### src/rtl/rfpd_pkg.sv
// Package for the ranging frame pass detector.
// Holds shared types, codes and constants; no dependencies.
package rfpd_pkg;

    localparam logic [7:0]  HEADER_BYTE = 8'hA5;
    localparam logic [15:0] TIMER_SCALE = 16'd200;

    localparam int QDEPTH = 2;
    localparam int QAW    = $clog2(QDEPTH);

    localparam int CFG_IDX_W  = 3;
    localparam int CFG_DATA_W = 16;

    localparam logic [CFG_IDX_W-1:0] REG_NEAR_LIMIT     = 3'd0;
    localparam logic [CFG_IDX_W-1:0] REG_APPROACH_DELTA = 3'd1;
    localparam logic [CFG_IDX_W-1:0] REG_CONFIRM_COUNT  = 3'd2;
    localparam logic [CFG_IDX_W-1:0] REG_EXIT_DELAY     = 3'd3;
    localparam logic [CFG_IDX_W-1:0] REG_HANDOFF_DELAY  = 3'd4;
    localparam logic [CFG_IDX_W-1:0] REG_TIMER_SECONDS  = 3'd5;

    localparam logic [15:0] RST_NEAR_LIMIT     = 16'd2000;
    localparam logic [15:0] RST_APPROACH_DELTA = 16'd100;
    localparam logic [7:0]  RST_CONFIRM_COUNT  = 8'd5;
    localparam logic [7:0]  RST_EXIT_DELAY     = 8'd2;
    localparam logic [7:0]  RST_HANDOFF_DELAY  = 8'd25;
    localparam logic [7:0]  RST_TIMER_SECONDS  = 8'd10;

    typedef enum logic [1:0] {
        POS_HEADER = 2'd0,
        POS_HIGH   = 2'd1,
        POS_LOW    = 2'd2
    } frame_pos_t;

    typedef struct packed {
        logic [15:0] near_limit;
        logic [15:0] approach_delta;
        logic [7:0]  confirm_count;
        logic [7:0]  exit_delay;
        logic [7:0]  handoff_delay;
        logic [7:0]  timer_seconds;
    } cfg_t;

    typedef struct packed {
        logic [15:0] distance;
        logic        other_car_at_start;
    } frame_t;

    typedef struct packed {
        logic valid;
        logic ready;
    } hs_t;

endpackage

### src/rtl/rfpd_front.sv
// Frame assembler: collects header, high and low bytes into one frame.
// Depends on rfpd_pkg.
module rfpd_front
(
    input  logic                clk,
    input  logic                rst_n,
    input  logic                rx_valid,
    output logic                rx_ready,
    input  logic [7:0]          rx_byte,
    input  logic                other_car_at_start,
    output logic                push,
    input  logic                q_full,
    output rfpd_pkg::frame_t    frame
);

    rfpd_pkg::frame_pos_t pos_reg;
    rfpd_pkg::frame_pos_t pos_next;
    logic [7:0]           high_reg;
    logic [7:0]           high_next;
    logic                 take;

    assign take = rx_valid && rx_ready;

    always_comb
    begin
        pos_next  = pos_reg;
        high_next = high_reg;
        unique case (pos_reg)
            rfpd_pkg::POS_HIGH:
            begin
                if (take)
                begin
                    high_next = rx_byte;
                    pos_next  = rfpd_pkg::POS_LOW;
                end
            end
            rfpd_pkg::POS_LOW:
            begin
                if (take)
                begin
                    pos_next = rfpd_pkg::POS_HEADER;
                end
            end
            default:
            begin
                if (take)
                begin
                    pos_next = (rx_byte == rfpd_pkg::HEADER_BYTE) ?
                               rfpd_pkg::POS_HIGH : rfpd_pkg::POS_HEADER;
                end
            end
        endcase
    end

    always_comb
    begin
        rx_ready = 1'b1;
        push     = 1'b0;
        unique case (pos_reg)
            rfpd_pkg::POS_LOW:
            begin
                rx_ready = !q_full;
                push     = rx_valid && !q_full;
            end
            default:
            begin
                rx_ready = 1'b1;
                push     = 1'b0;
            end
        endcase
    end

    assign frame.distance           = {high_reg, rx_byte};
    assign frame.other_car_at_start = other_car_at_start;

    always_ff @(posedge clk or negedge rst_n)
    begin
        if (!rst_n)
        begin
            pos_reg  <= rfpd_pkg::POS_HEADER;
            high_reg <= 8'd0;
        end
        else
        begin
            pos_reg  <= pos_next;
            high_reg <= high_next;
        end
    end

endmodule

### src/rtl/rfpd_queue.sv
// Short frame queue between assembler and detector.
// Depends on rfpd_pkg.
module rfpd_queue
(
    input  logic                clk,
    input  logic                rst_n,
    input  logic                push,
    input  rfpd_pkg::frame_t    push_frame,
    output logic                full,
    output rfpd_pkg::hs_t       pop_hs,
    input  logic                pop_take,
    output rfpd_pkg::frame_t    pop_frame
);

    rfpd_pkg::frame_t              entry_reg [rfpd_pkg::QDEPTH];
    logic [rfpd_pkg::QAW-1:0]      wr_ptr_reg;
    logic [rfpd_pkg::QAW-1:0]      rd_ptr_reg;
    logic [rfpd_pkg::QAW:0]        count_reg;
    logic [rfpd_pkg::QAW:0]        count_next;
    logic                          pop;

    assign full         = (count_reg == (rfpd_pkg::QAW+1)'(rfpd_pkg::QDEPTH));
    assign pop_hs.valid = (count_reg != '0);
    assign pop_hs.ready = pop_take;
    assign pop          = pop_hs.valid && pop_take;
    assign pop_frame    = entry_reg[rd_ptr_reg];

    always_comb
    begin
        count_next = count_reg;
        if (push && !pop)
        begin
            count_next = count_reg + 1'b1;
        end
        else if (pop && !push)
        begin
            count_next = count_reg - 1'b1;
        end
    end

    always_ff @(posedge clk)
    begin
        if (push)
        begin
            entry_reg[wr_ptr_reg] <= push_frame;
        end
    end

    always_ff @(posedge clk or negedge rst_n)
    begin
        if (!rst_n)
        begin
            wr_ptr_reg <= '0;
            rd_ptr_reg <= '0;
            count_reg  <= '0;
        end
        else
        begin
            if (push)
            begin
                wr_ptr_reg <= wr_ptr_reg + 1'b1;
            end
            if (pop)
            begin
                rd_ptr_reg <= rd_ptr_reg + 1'b1;
            end
            count_reg <= count_next;
        end
    end

endmodule

### src/rtl/rfpd_back.sv
// Pass detector: updates near, exit and handoff state per frame, registers the result.
// Depends on rfpd_pkg.
module rfpd_back
(
    input  logic                clk,
    input  logic                rst_n,
    input  rfpd_pkg::cfg_t      cfg,
    input  rfpd_pkg::hs_t       q_hs,
    output logic                q_take,
    input  rfpd_pkg::frame_t    q_frame,
    output logic                res_valid,
    input  logic                res_ready,
    output logic [15:0]         distance,
    output logic                car_near,
    output logic                handoff_given,
    output logic [7:0]          pass_count,
    output logic                timer_load,
    output logic [15:0]         timer_value
);

    logic [15:0] last_dist_reg;
    logic [7:0]  confirm_reg, confirm_next;
    logic        near_flag_reg, near_flag_next;
    logic        exit_pend_reg, exit_pend_next;
    logic [7:0]  exit_cnt_reg, exit_cnt_next;
    logic [7:0]  passes_reg, passes_next;
    logic        hoff_pend_reg, hoff_pend_next;
    logic [7:0]  hoff_cnt_reg, hoff_cnt_next;
    logic        hoff_flag_reg, hoff_flag_next;

    logic        out_valid_reg;
    logic [15:0] out_dist_reg;
    logic        out_near_reg;
    logic        out_hoff_reg;
    logic [7:0]  out_pass_reg;
    logic        out_tload_reg, tload_next;
    logic [15:0] out_tval_reg, tval_next;

    logic                fire;
    logic [15:0]         cur_dist;
    logic signed [16:0]  rise;
    logic                near;
    logic                ep1, ep2, cn1, start_exit, exit_done, hp2, hoff_done;
    logic [7:0]          ec1, hc1;
    logic [15:0]         timer_prod;

    assign q_take = !out_valid_reg || res_ready;
    assign fire   = q_hs.valid && q_hs.ready;
    assign cur_dist = q_frame.distance;
    assign rise   = $signed({1'b0, cur_dist}) - $signed({1'b0, last_dist_reg});
    assign near   = (cur_dist <= cfg.near_limit) &&
                    (rise <= $signed({1'b0, cfg.approach_delta}));
    assign timer_prod = {8'd0, cfg.timer_seconds} * rfpd_pkg::TIMER_SCALE;

    always_comb
    begin
        confirm_next   = near ? ((confirm_reg == 8'hFF) ? confirm_reg : confirm_reg + 8'd1)
                              : 8'd0;
        ep1            = near ? 1'b0 : exit_pend_reg;
        cn1            = (near && (confirm_next >= cfg.confirm_count)) ? 1'b1 : near_flag_reg;
        start_exit     = (cur_dist >= cfg.near_limit) && cn1 && !ep1;
        ep2            = start_exit ? 1'b1 : ep1;
        ec1            = start_exit ? cfg.exit_delay : exit_cnt_reg;
        exit_done      = ep2 && (ec1 <= 8'd1);
        exit_cnt_next  = ep2 ? (exit_done ? 8'd0 : ec1 - 8'd1) : ec1;
        exit_pend_next = exit_done ? 1'b0 : ep2;
        near_flag_next = exit_done ? 1'b0 : cn1;
        passes_next    = passes_reg;
        tload_next     = 1'b0;
        tval_next      = 16'd0;
        hp2            = hoff_pend_reg;
        hc1            = hoff_cnt_reg;
        if (exit_done)
        begin
            if (passes_reg != 8'hFF)
            begin
                passes_next = passes_reg + 8'd1;
                if (passes_reg == 8'd0)
                begin
                    tload_next = 1'b1;
                    tval_next  = timer_prod;
                end
            end
            if (q_frame.other_car_at_start && !hoff_pend_reg)
            begin
                hc1 = cfg.handoff_delay;
                hp2 = 1'b1;
            end
        end
        hoff_done      = hp2 && (hc1 <= 8'd1);
        hoff_cnt_next  = hp2 ? (hoff_done ? 8'd0 : hc1 - 8'd1) : hc1;
        hoff_pend_next = hoff_done ? 1'b0 : hp2;
        hoff_flag_next = hoff_flag_reg || hoff_done;
    end

    always_ff @(posedge clk or negedge rst_n)
    begin
        if (!rst_n)
        begin
            last_dist_reg <= 16'd0;
            confirm_reg   <= 8'd0;
            near_flag_reg <= 1'b0;
            exit_pend_reg <= 1'b0;
            exit_cnt_reg  <= 8'd0;
            passes_reg    <= 8'd0;
            hoff_pend_reg <= 1'b0;
            hoff_cnt_reg  <= 8'd0;
            hoff_flag_reg <= 1'b0;
            out_valid_reg <= 1'b0;
        end
        else
        begin
            if (fire)
            begin
                last_dist_reg <= cur_dist;
                confirm_reg   <= confirm_next;
                near_flag_reg <= near_flag_next;
                exit_pend_reg <= exit_pend_next;
                exit_cnt_reg  <= exit_cnt_next;
                passes_reg    <= passes_next;
                hoff_pend_reg <= hoff_pend_next;
                hoff_cnt_reg  <= hoff_cnt_next;
                hoff_flag_reg <= hoff_flag_next;
                out_valid_reg <= 1'b1;
            end
            else if (res_ready)
            begin
                out_valid_reg <= 1'b0;
            end
        end
    end

    always_ff @(posedge clk)
    begin
        if (fire)
        begin
            out_dist_reg  <= cur_dist;
            out_near_reg  <= near_flag_next;
            out_hoff_reg  <= hoff_flag_next;
            out_pass_reg  <= passes_next;
            out_tload_reg <= tload_next;
            out_tval_reg  <= tval_next;
        end
    end

    assign res_valid     = out_valid_reg;
    assign distance      = out_dist_reg;
    assign car_near      = out_near_reg;
    assign handoff_given = out_hoff_reg;
    assign pass_count    = out_pass_reg;
    assign timer_load    = out_tload_reg;
    assign timer_value   = out_tval_reg;

endmodule

### src/rtl/ranging_frame_pass_detector_top.sv
// Top level of the ranging frame pass detector: config registers, assembler,
// frame queue and pass detector. Depends on rfpd_pkg and the rfpd_* modules.
// Throughput: one byte per cycle; a full queue stalls only the low byte.
// Path: a frame's low byte is written into the two-entry queue; the detector
// pops it when its result register is free and registers the result there.
// Reset: asynchronous, active low; clears control state, loads register defaults.
module ranging_frame_pass_detector_top
(
    input  logic                              clk,
    input  logic                              rst_n,
    input  logic                              cfg_valid,
    output logic                              cfg_ready,
    input  logic [rfpd_pkg::CFG_IDX_W-1:0]    cfg_index,
    input  logic [rfpd_pkg::CFG_DATA_W-1:0]   cfg_data,
    input  logic                              rx_valid,
    output logic                              rx_ready,
    input  logic [7:0]                        rx_byte,
    input  logic                              other_car_at_start,
    output logic                              res_valid,
    input  logic                              res_ready,
    output logic [15:0]                       distance,
    output logic                              car_near,
    output logic                              handoff_given,
    output logic [7:0]                        pass_count,
    output logic                              timer_load,
    output logic [15:0]                       timer_value
);

    rfpd_pkg::cfg_t   cfg_reg;
    rfpd_pkg::cfg_t   cfg_next;
    rfpd_pkg::frame_t push_frame;
    rfpd_pkg::frame_t pop_frame;
    rfpd_pkg::hs_t    pop_hs;
    logic             push;
    logic             q_full;
    logic             q_take;

    assign cfg_ready = 1'b1;

    always_comb
    begin
        cfg_next = cfg_reg;
        if (cfg_valid)
        begin
            unique case (cfg_index)
                rfpd_pkg::REG_NEAR_LIMIT:     cfg_next.near_limit     = cfg_data;
                rfpd_pkg::REG_APPROACH_DELTA: cfg_next.approach_delta = cfg_data;
                rfpd_pkg::REG_CONFIRM_COUNT:  cfg_next.confirm_count  = cfg_data[7:0];
                rfpd_pkg::REG_EXIT_DELAY:     cfg_next.exit_delay     = cfg_data[7:0];
                rfpd_pkg::REG_HANDOFF_DELAY:  cfg_next.handoff_delay  = cfg_data[7:0];
                rfpd_pkg::REG_TIMER_SECONDS:  cfg_next.timer_seconds  = cfg_data[7:0];
                default:                      cfg_next = cfg_reg;
            endcase
        end
    end

    always_ff @(posedge clk or negedge rst_n)
    begin
        if (!rst_n)
        begin
            cfg_reg.near_limit     <= rfpd_pkg::RST_NEAR_LIMIT;
            cfg_reg.approach_delta <= rfpd_pkg::RST_APPROACH_DELTA;
            cfg_reg.confirm_count  <= rfpd_pkg::RST_CONFIRM_COUNT;
            cfg_reg.exit_delay     <= rfpd_pkg::RST_EXIT_DELAY;
            cfg_reg.handoff_delay  <= rfpd_pkg::RST_HANDOFF_DELAY;
            cfg_reg.timer_seconds  <= rfpd_pkg::RST_TIMER_SECONDS;
        end
        else
        begin
            cfg_reg <= cfg_next;
        end
    end

    rfpd_front u_front
    (
        .clk                (clk),
        .rst_n              (rst_n),
        .rx_valid           (rx_valid),
        .rx_ready           (rx_ready),
        .rx_byte            (rx_byte),
        .other_car_at_start (other_car_at_start),
        .push               (push),
        .q_full             (q_full),
        .frame              (push_frame)
    );

    rfpd_queue u_queue
    (
        .clk        (clk),
        .rst_n      (rst_n),
        .push       (push),
        .push_frame (push_frame),
        .full       (q_full),
        .pop_hs     (pop_hs),
        .pop_take   (q_take),
        .pop_frame  (pop_frame)
    );

    rfpd_back u_back
    (
        .clk           (clk),
        .rst_n         (rst_n),
        .cfg           (cfg_reg),
        .q_hs          (pop_hs),
        .q_take        (q_take),
        .q_frame       (pop_frame),
        .res_valid     (res_valid),
        .res_ready     (res_ready),
        .distance      (distance),
        .car_near      (car_near),
        .handoff_given (handoff_given),
        .pass_count    (pass_count),
        .timer_load    (timer_load),
        .timer_value   (timer_value)
    );

endmodule
### config.mk
export PLATFORM = sky130hd
export DESIGN_NAME = ranging_frame_pass_detector_top
export DESIGN_NICKNAME = d
export VERILOG_FILES = /design/src/rtl/rfpd_pkg.sv /design/src/rtl/rfpd_front.sv /design/src/rtl/rfpd_queue.sv /design/src/rtl/rfpd_back.sv /design/src/rtl/ranging_frame_pass_detector_top.sv
export SDC_FILE = /design/constraint.sdc
export NUM_CORES = 1
export LEC_CHECK = 0
export ABC_AREA = 1
export ABC_CLOCK_PERIOD_IN_PS = 10600
export CORE_ASPECT_RATIO = 0.5
export CORE_MARGIN = 5
export CORE_UTILIZATION = 64
export DETAILED_ROUTE_END_ITERATION = 10
export DONT_BUFFER_PORTS = 1
export PLACE_DENSITY = 0.8
export SLEW_MARGIN = 20
export SYNTH_ARGS = -nofsm -noshare
export SYNTH_HDL_FRONTEND = slang
export SYNTH_SLANG_ARGS = --single-unit
### constraint.sdc
create_clock -name clk -period 10.6 [get_ports clk]
set_input_delay 0.53 -clock clk [delete_from_list [all_inputs] [get_ports clk]]
set_output_delay 0.53 -clock clk [all_outputs]
set_load 0.005 [all_outputs]
=== Word-level counts from Yosys, hierarchy flattened ===
Memory sizes are Yosys's and may differ from the RTL's.
Index checks and enable logic that the tools add are counted.

* Add/sub/neg operators: 9
* Multipliers: 1
* $lt $le $gt $ge: 6
* Equality and inequality tests: 11
* Muxes and demuxes: 33
* Reductions and logical operators: 34

{| class="wikitable"
|+ Operator list
! operator !! count
|-
| $mux W8 || 11
|-
| $le A17 B17 Y1 || 1
|-
| $sub A16 B16 Y17 || 1
|-
| $add A8 B1 Y8 const B || 2
|-
| $eq A8 B8 Y1 const B || 2
|-
| $ge A16 B16 Y1 || 1
|-
| $le A16 B16 Y1 || 1
|-
| $le A8 B1 Y1 const B || 2
|-
| $mux W1 || 16
|-
| $reduce_and A2 Y1 || 8
|-
| $sub A8 B1 Y8 const B || 2
|-
| $mul A8 B5 Y13 const B || 1
|-
| $logic_and A1 B1 Y1 || 12
|-
| $mux W2 || 5
|-
| $ge A8 B8 Y1 || 1
|-
| $logic_not A8 Y1 || 1
|-
| $ne A8 B8 Y1 const B || 1
|-
| $eq A3 B2 Y1 const B || 2
|-
| $eq A3 B3 Y1 const B || 2
|-
| $logic_not A1 Y1 || 6
|-
| $reduce_bool A2 Y1 || 3
|-
| $eq A2 B2 Y1 const B || 2
|-
| $pmux W2 S2 || 1
|-
| $eq A3 B1 Y1 const B || 1
|-
| 7 further kinds || 9
|}

* Register bits: 174
* Bits in writable memories: 34
* Input bits: 33
* Memories: 1

{| class="wikitable"
|+ Memories
! memory !! words !! width !! rd ports !! clocked after memory_dff !! wr ports !! RTL line !! source
|-
| u_queue.entry_reg || 2 || 17 || 1 || 0 || 1 || rfpd_queue.sv:15 || <nowiki>rfpd_pkg::frame_t entry_reg [rfpd_pkg::QDEPTH];</nowiki>
|}

=== Longest topological paths before layout ===
An unclocked memory read counts as a cell.

* Word-level depth: 18
* Gate-level depth with buffers: 58

=== By module ===
A second synthesis with hierarchy kept.

* Cells, all modules: 1,324
* Area, all modules: 11,651.2 µm²

{| class="wikitable"
|+ Modules (own cells, without submodules)
! module !! times used !! cells each !! area an instance (µm²) !! seq. area each (µm²)
|-
| rfpd_back || 1 || 849 || 7,024.2 || 2,527.4
|-
| ranging_frame_pass_detector_top || 1 || 289 || 2,586.2 || 1,622.8
|-
| rfpd_queue || 1 || 117 || 1,490.2 || 1,121.1
|-
| rfpd_front || 1 || 69 || 550.5 || 250.2
|}

=== Least setup slack after synthesis ===
No wires, ideal clock.

* Path type: register to register
* Start point: reg u_queue.rd_ptr_reg
* End point: reg u_back.hoff_cnt_reg[7]
* Arrival: 7.646 ns
* Path slack: 2.889 ns
* Cell stages (with the launch flop): 54
* Period minus slack after synthesis: 7.711 ns
* Cell sequence: dfrtp_1 > clkbuf_1 > inv_1 > or2_2 > o21ai_0 > inv_1 > ha_1 > nand3b_1 > and2_1 > o221ai_1 > a21oi_1 > o21bai_1 > a21oi_1 > o21bai_1 > a21oi_1 > o21bai_1 > a21o_1 > a21oi_1 > [... 18 more ...] > ha_1 > or2_2 > nand3_1 > nor2_8 > nand3_4 > buf_6 > nand2_1 > o21ai_2 > inv_2 > ha_1 > or2_2 > nand3_2 > nor2_4 > nand4_2 > nand2_2 > inv_2 > nand3_1 > nand2_1

{| class="wikitable"
|+ RTL lines
! item !! RTL line !! source
|-
| from (decl) || rfpd_queue.sv:17 || <nowiki>logic [rfpd_pkg::QAW-1:0] rd_ptr_reg;</nowiki>
|-
| from (signal assigned) || rfpd_queue.sv:65 || <nowiki>rd_ptr_reg <= rd_ptr_reg + 1'b1;</nowiki>
|-
| to (signal assigned) || rfpd_back.sv:122 || <nowiki>hoff_cnt_reg <= hoff_cnt_next;</nowiki>
|-
| to (decl) || rfpd_back.sv:28 || <nowiki>logic [7:0] hoff_cnt_reg, hoff_cnt_next;</nowiki>
|}

==> summary by stage <==
Route
In the routed layout, each cell is associated on average with a via count of 5.464. Across all layers, the routed design uses 7972 vias. The DRC marker count from the first detailed-route iteration is roughly 470. The final routed DRC violation total is 0. Dividing the detail-routed wire length by the instance count gives approximately 16 um. The first-pass iteration count of the detailed router is 5. The detail route stage leaves a number of antenna-violating nets equal to 0. The routed design has ~23000 um of wire.

Synthesis
Of the total synthesized cell area, the portion taken by XOR and XNOR cells is under 10%. After synthesis, the largest family of logic cells by area is simple AND/OR/NAND/NOR gates. The share of the Yosys chip area taken by registers is ~49%.

Yosys mapped a number of flops with a built-in enable equal to 74. In the synthesized netlist the dominant register cell turns out to be sky130_fd_sc_hd__dfrtp_1. The total of warnings raised by yosys is 0. The synthesized netlist devotes around 18% of its cell area to simple gates. In the synthesized netlist, the number of instances is 1216.

Yosys mapped the design onto 54 distinct sky130hd cell types. After Yosys synthesis, full adders, half adders and majority gates account for 11.19% of the synthesized area. The proportion of synthesized area in mux cells is 1.293%. Summing the areas of all compound-gate instances in the mapped netlist gives approximately a tenth of the synthesized area. After synthesis the netlist holds a flip-flop and latch count of about 200. The async set-or-reset flop fraction in the synthesized netlist is between 60% and 70%. The average cell area after synthesis is slightly above 9 um^2. The mapped cell area is between 10000 and 15000 um^2.

STA
Setup repair after global routing left no endpoint under its margin. The number of pins exceeding their max-slew limit in the final report is 0. The number of endpoints with negative hold slack in the final report came to 26. Adding up every negative setup slack in the final design gives 0 ns. At the pin with the least slew margin, the transition time is 0.9473 ns. The tightest hold path in the finished design has a slack of -0.01619 ns. Clock skew on the completed layout was measured at ~0.017 ns. The final setup violation count is 0. The normalized max-slew margin is a little under two fifths. Counting I/O delays and the setup requirement, the final critical path takes 9.355 ns. The maximum clock frequency is 106.9 MHz.

The worst path uses just under 90% of the clock period.

Setup path
In this design, the stage delay of the slowest critical-path cell is 0.71 ns. The required time reported for the critical path endpoint is ~11 ns. The number of buffer and inverter instances along the worst setup path is 5. STA classifies the critical path startpoint as a flip-flop. The endpoint type of the worst setup path is a flip-flop. The worst setup path is of the reg2reg kind. The cell type of the slowest stage on the worst timing path is sky130_fd_sc_hd__dfrtp_1. For flop-to-flop paths, the worst setup slack is 1.25 ns. The data arrival time of the critical path is about 9.8 ns. The most repeated library cell on the critical path is sky130_fd_sc_hd__ha_1. The path length in cells of the critical path is 51. The cell type group with the largest total delay on the critical path is simple AND/OR/NAND/NOR gates.

For the worst flop-to-flop path, the logic depth is ~50. The peak fanout along the critical path is 19.

Pwr
Total power for the finished layout comes to between 3 and 4 mW. Net switching is 42.63% of the power. The total power density per cell area is slightly above 300 nW/um^2.

The cell-internal power is between 2 and 2.5 mW. The relative contribution of sequential cells to total power is between 30% and 40%. The leakage power summed over all cells is between 5 and 6 nW.

The fraction of power consumed by combinational cells is between 40% and 50%. Of the total power, the clock network draws 18.7%. The peak supply drop is 0.1695 mV. For this design the total switching power over the nets is 1.558 mW.

Cells and area
The layout has between 1000 and 1500 filler cells. The leading cell type in the layout, fill and taps excluded is sky130_fd_sc_hd__nand2_1. The register with the most flip-flops in the layout has 64 of them.

Cells with a size suffix above 1 make up around 10% of the layout. At the end of the flow, the number of nets in the layout was about 1300. 0 antenna diodes ended up in the layout. The top cell types in the final layout, fill and taps aside, are 268 x sky130_fd_sc_hd__nand2_1, 190 x sky130_fd_sc_hd__inv_1, 133 x sky130_fd_sc_hd__o21ai_0, 114 x sky130_fd_sc_hd__dfrtp_1, 94 x sky130_fd_sc_hd__ha_1. The area growth from synthesis to layout is 7.545%.

Clocking
At the later pin of the worst-skew pair, clock insertion delay measures approximately 0.50 ns. In this run the clock root is driven by a sky130_fd_sc_hd__clkbuf_16. The number of buffers added by the clock tree synthesis step is 19.

The clock passes through at most 3 buffers. In this run, post-CTS repair resized a total of 0 instances. The number of buffers added for setup after CTS is 0.

The number of H-tree levels is 1. The CTS sink count is just over 200. The clock-pin slew on the worst setup and hold paths is 0.06 ns.

TritonCTS built the clock tree.

Global routing
The via count of the first global-routing pass is roughly 8000. In the global route stage, met2 resource usage came out at approximately 38%. Global routing used 22.95% of the available tracks.

The most heavily used metal layer in global routing is met2. Global routing used about a third of the available met1 tracks. The total congestion overflow is 0. The number of antenna violations at the first check in global routing came to 0. The met3 capacity usage during global routing is 4.282%. Entering global routing, the biggest net connects around 130 pins. The first global-routing pass estimated a little under 40000 um of wire.

Floorplanning
Measured along the y axis, the die boundary spans 103.7 um. The starting density of the core is between 60% and 70%. The I/O pin total is between 70 and 80.

The number of rows in the core area is 34. From left edge to right edge, the die measures around 200 um. The die covers approximately 20000 um^2. The floorplan step defined a core boundary enclosing roughly 17000 um^2.

Outcome
The flow ran to the end, but the final reports show violations. The final reports fail on negative hold slack.

Job
The tool flagged a number of max-cap violations equal to 0.

Place
The congestion estimate from routability-driven global placement came to slightly below 0.9. The total of buffers placed on input and output ports is 0. The HPWL reported at the end of detailed placement is between 15000 and 20000 um.

Worst hold path
The type of the worst min-delay path is in2async.
power by group through the flow:
stage / clock [mW] / combinational, mW / sequential [mW]
4_1_cts: 0.701 / 1.77 / 1.20
6_report: 0.684 / 1.77 / 1.20
2_1_floorplan: 0 / 1.39 / 1.16
3_5_place_dp: 0 / 1.74 / 1.21
3_3_place_gp: 0 / 1.65 / 1.21
5_1_grt: 0.735 / 2.01 / 1.22
final timing paths:
path,from,endpoint
max in group asynchronous,rst_n,u_back.passes_reg[6]$_DFFE_PN0P_
worst max-delay path,u_queue.rd_ptr_reg$_DFFE_PN0P_,u_back.hoff_cnt_reg[7]$_DFFE_PN0P_
worst min-delay path,rst_n,u_back.last_dist_reg[11]$_DFFE_PN0P_
worst min register to register,u_back.hoff_flag_reg$_DFFE_PN0P_,u_back.hoff_flag_reg$_DFFE_PN0P_
worst max register to register,u_queue.rd_ptr_reg$_DFFE_PN0P_,u_back.hoff_cnt_reg[7]$_DFFE_PN0P_
min in group clk,rx_byte[7],u_queue.entry_reg[0][8]$_DFFE_PP_
per-stage QoR:
| step | utilization (%) | cells | instance area [um^2] | setup slack, ns | hold WS [ns] |
|---|---|---|---|---|---|
| floorplan | - | 1218 | 11230 | 2.889 | 0.2344 |
| global placement | 65.95 | 1424 | 11420 | 1.867 | 0.2390 |
| detailed placement | 65.95 | 1424 | 11420 | 1.433 | 0.2375 |
| CTS | 69.73 | 1459 | 12070 | 1.370 | 0.04266 |
| global route | 69.73 | 1459 | 12070 | 0.3717 | 0.02634 |
| finish | 69.73 | 1459 | 12070 | 1.245 | -0.01619 |
kinds of logic (layout without fill, tap and decap cells):
logic type	Yosys count	count (layout)
AOI/OAI and AO/OA	213	213
xor gates and xnor gates	34	34
adders and majority gates	98	98
buffers and inverters	225	232
DFF	205	205
muxes	13	13
other	2	4
and+or+nand+nor	426	426
synth_stat cells (3+ instances only):
cell type / instances / area [um^2]
sky130_fd_sc_hd__dfrtp_1: 114 / 2853
sky130_fd_sc_hd__nand4_1: 21 / 131.4
sky130_fd_sc_hd__o21bai_1: 6 / 45.04
sky130_fd_sc_hd__nand3_1: 20 / 100.1
sky130_fd_sc_hd__or2_2: 8 / 50.05
sky130_fd_sc_hd__clkbuf_1: 22 / 82.58
sky130_fd_sc_hd__nand2_2: 13 / 81.33
sky130_fd_sc_hd__nor3_1: 15 / 75.07
sky130_fd_sc_hd__inv_1: 190 / 713.2
sky130_fd_sc_hd__nor2_8: 3 / 60.06
sky130_fd_sc_hd__nand3b_1: 3 / 22.52
sky130_fd_sc_hd__nor2_4: 3 / 33.78
sky130_fd_sc_hd__xnor2_1: 13 / 113.9
sky130_fd_sc_hd__mux2_2: 12 / 135.1
sky130_fd_sc_hd__a31oi_1: 5 / 31.28
sky130_fd_sc_hd__nor4_1: 4 / 25.02
sky130_fd_sc_hd__edfxtp_1: 74 / 2222
sky130_fd_sc_hd__o21ai_0: 133 / 665.6
sky130_fd_sc_hd__o21ai_2: 3 / 26.28
sky130_fd_sc_hd__xor2_1: 21 / 183.9
sky130_fd_sc_hd__nand2_1: 268 / 1006
sky130_fd_sc_hd__nand3_2: 4 / 40.04
sky130_fd_sc_hd__dfstp_2: 17 / 446.7
sky130_fd_sc_hd__nor2_1: 46 / 172.7
sky130_fd_sc_hd__inv_2: 3 / 11.26
sky130_fd_sc_hd__fa_1: 4 / 80.08
sky130_fd_sc_hd__nand2_4: 8 / 90.09
sky130_fd_sc_hd__buf_4: 4 / 30.03
sky130_fd_sc_hd__ha_1: 94 / 1176
sky130_fd_sc_hd__a21oi_1: 50 / 250.2
repair_timing:
action                     4_1_cts  5_1_grt
hold buffers                     1        0
setup endpoints to repair        0        0
hold endpoints to repair       131        0
layout make-up:
cell class,count,area (um^2),share of cell area (%)
clock inverters,11,95.09,0.7876
inverters,194,728.2,6.032
multi-input cells,788,4853,40.20
repair buffers,4,50.05,0.4146
well taps,234,292.8,2.425
clock buffers,23,531.8,4.405
flip-flops and latches,205,5522,45.74
layer usage:
| metal | part of all wire (%) | routed length [um] | up-vias |
|---|---|---|---|
| li1 | - | - | 3957 |
| met1 | 45 | 10470 | 3766 |
| met2 | 48 | 11060 | 195 |
| met3 | 4.8 | 1126 | 54 |
| met4 | 2.7 | 629 | 0 |
| met5 | 0 | 0 | - |
(Power assumes the default switching activity.)
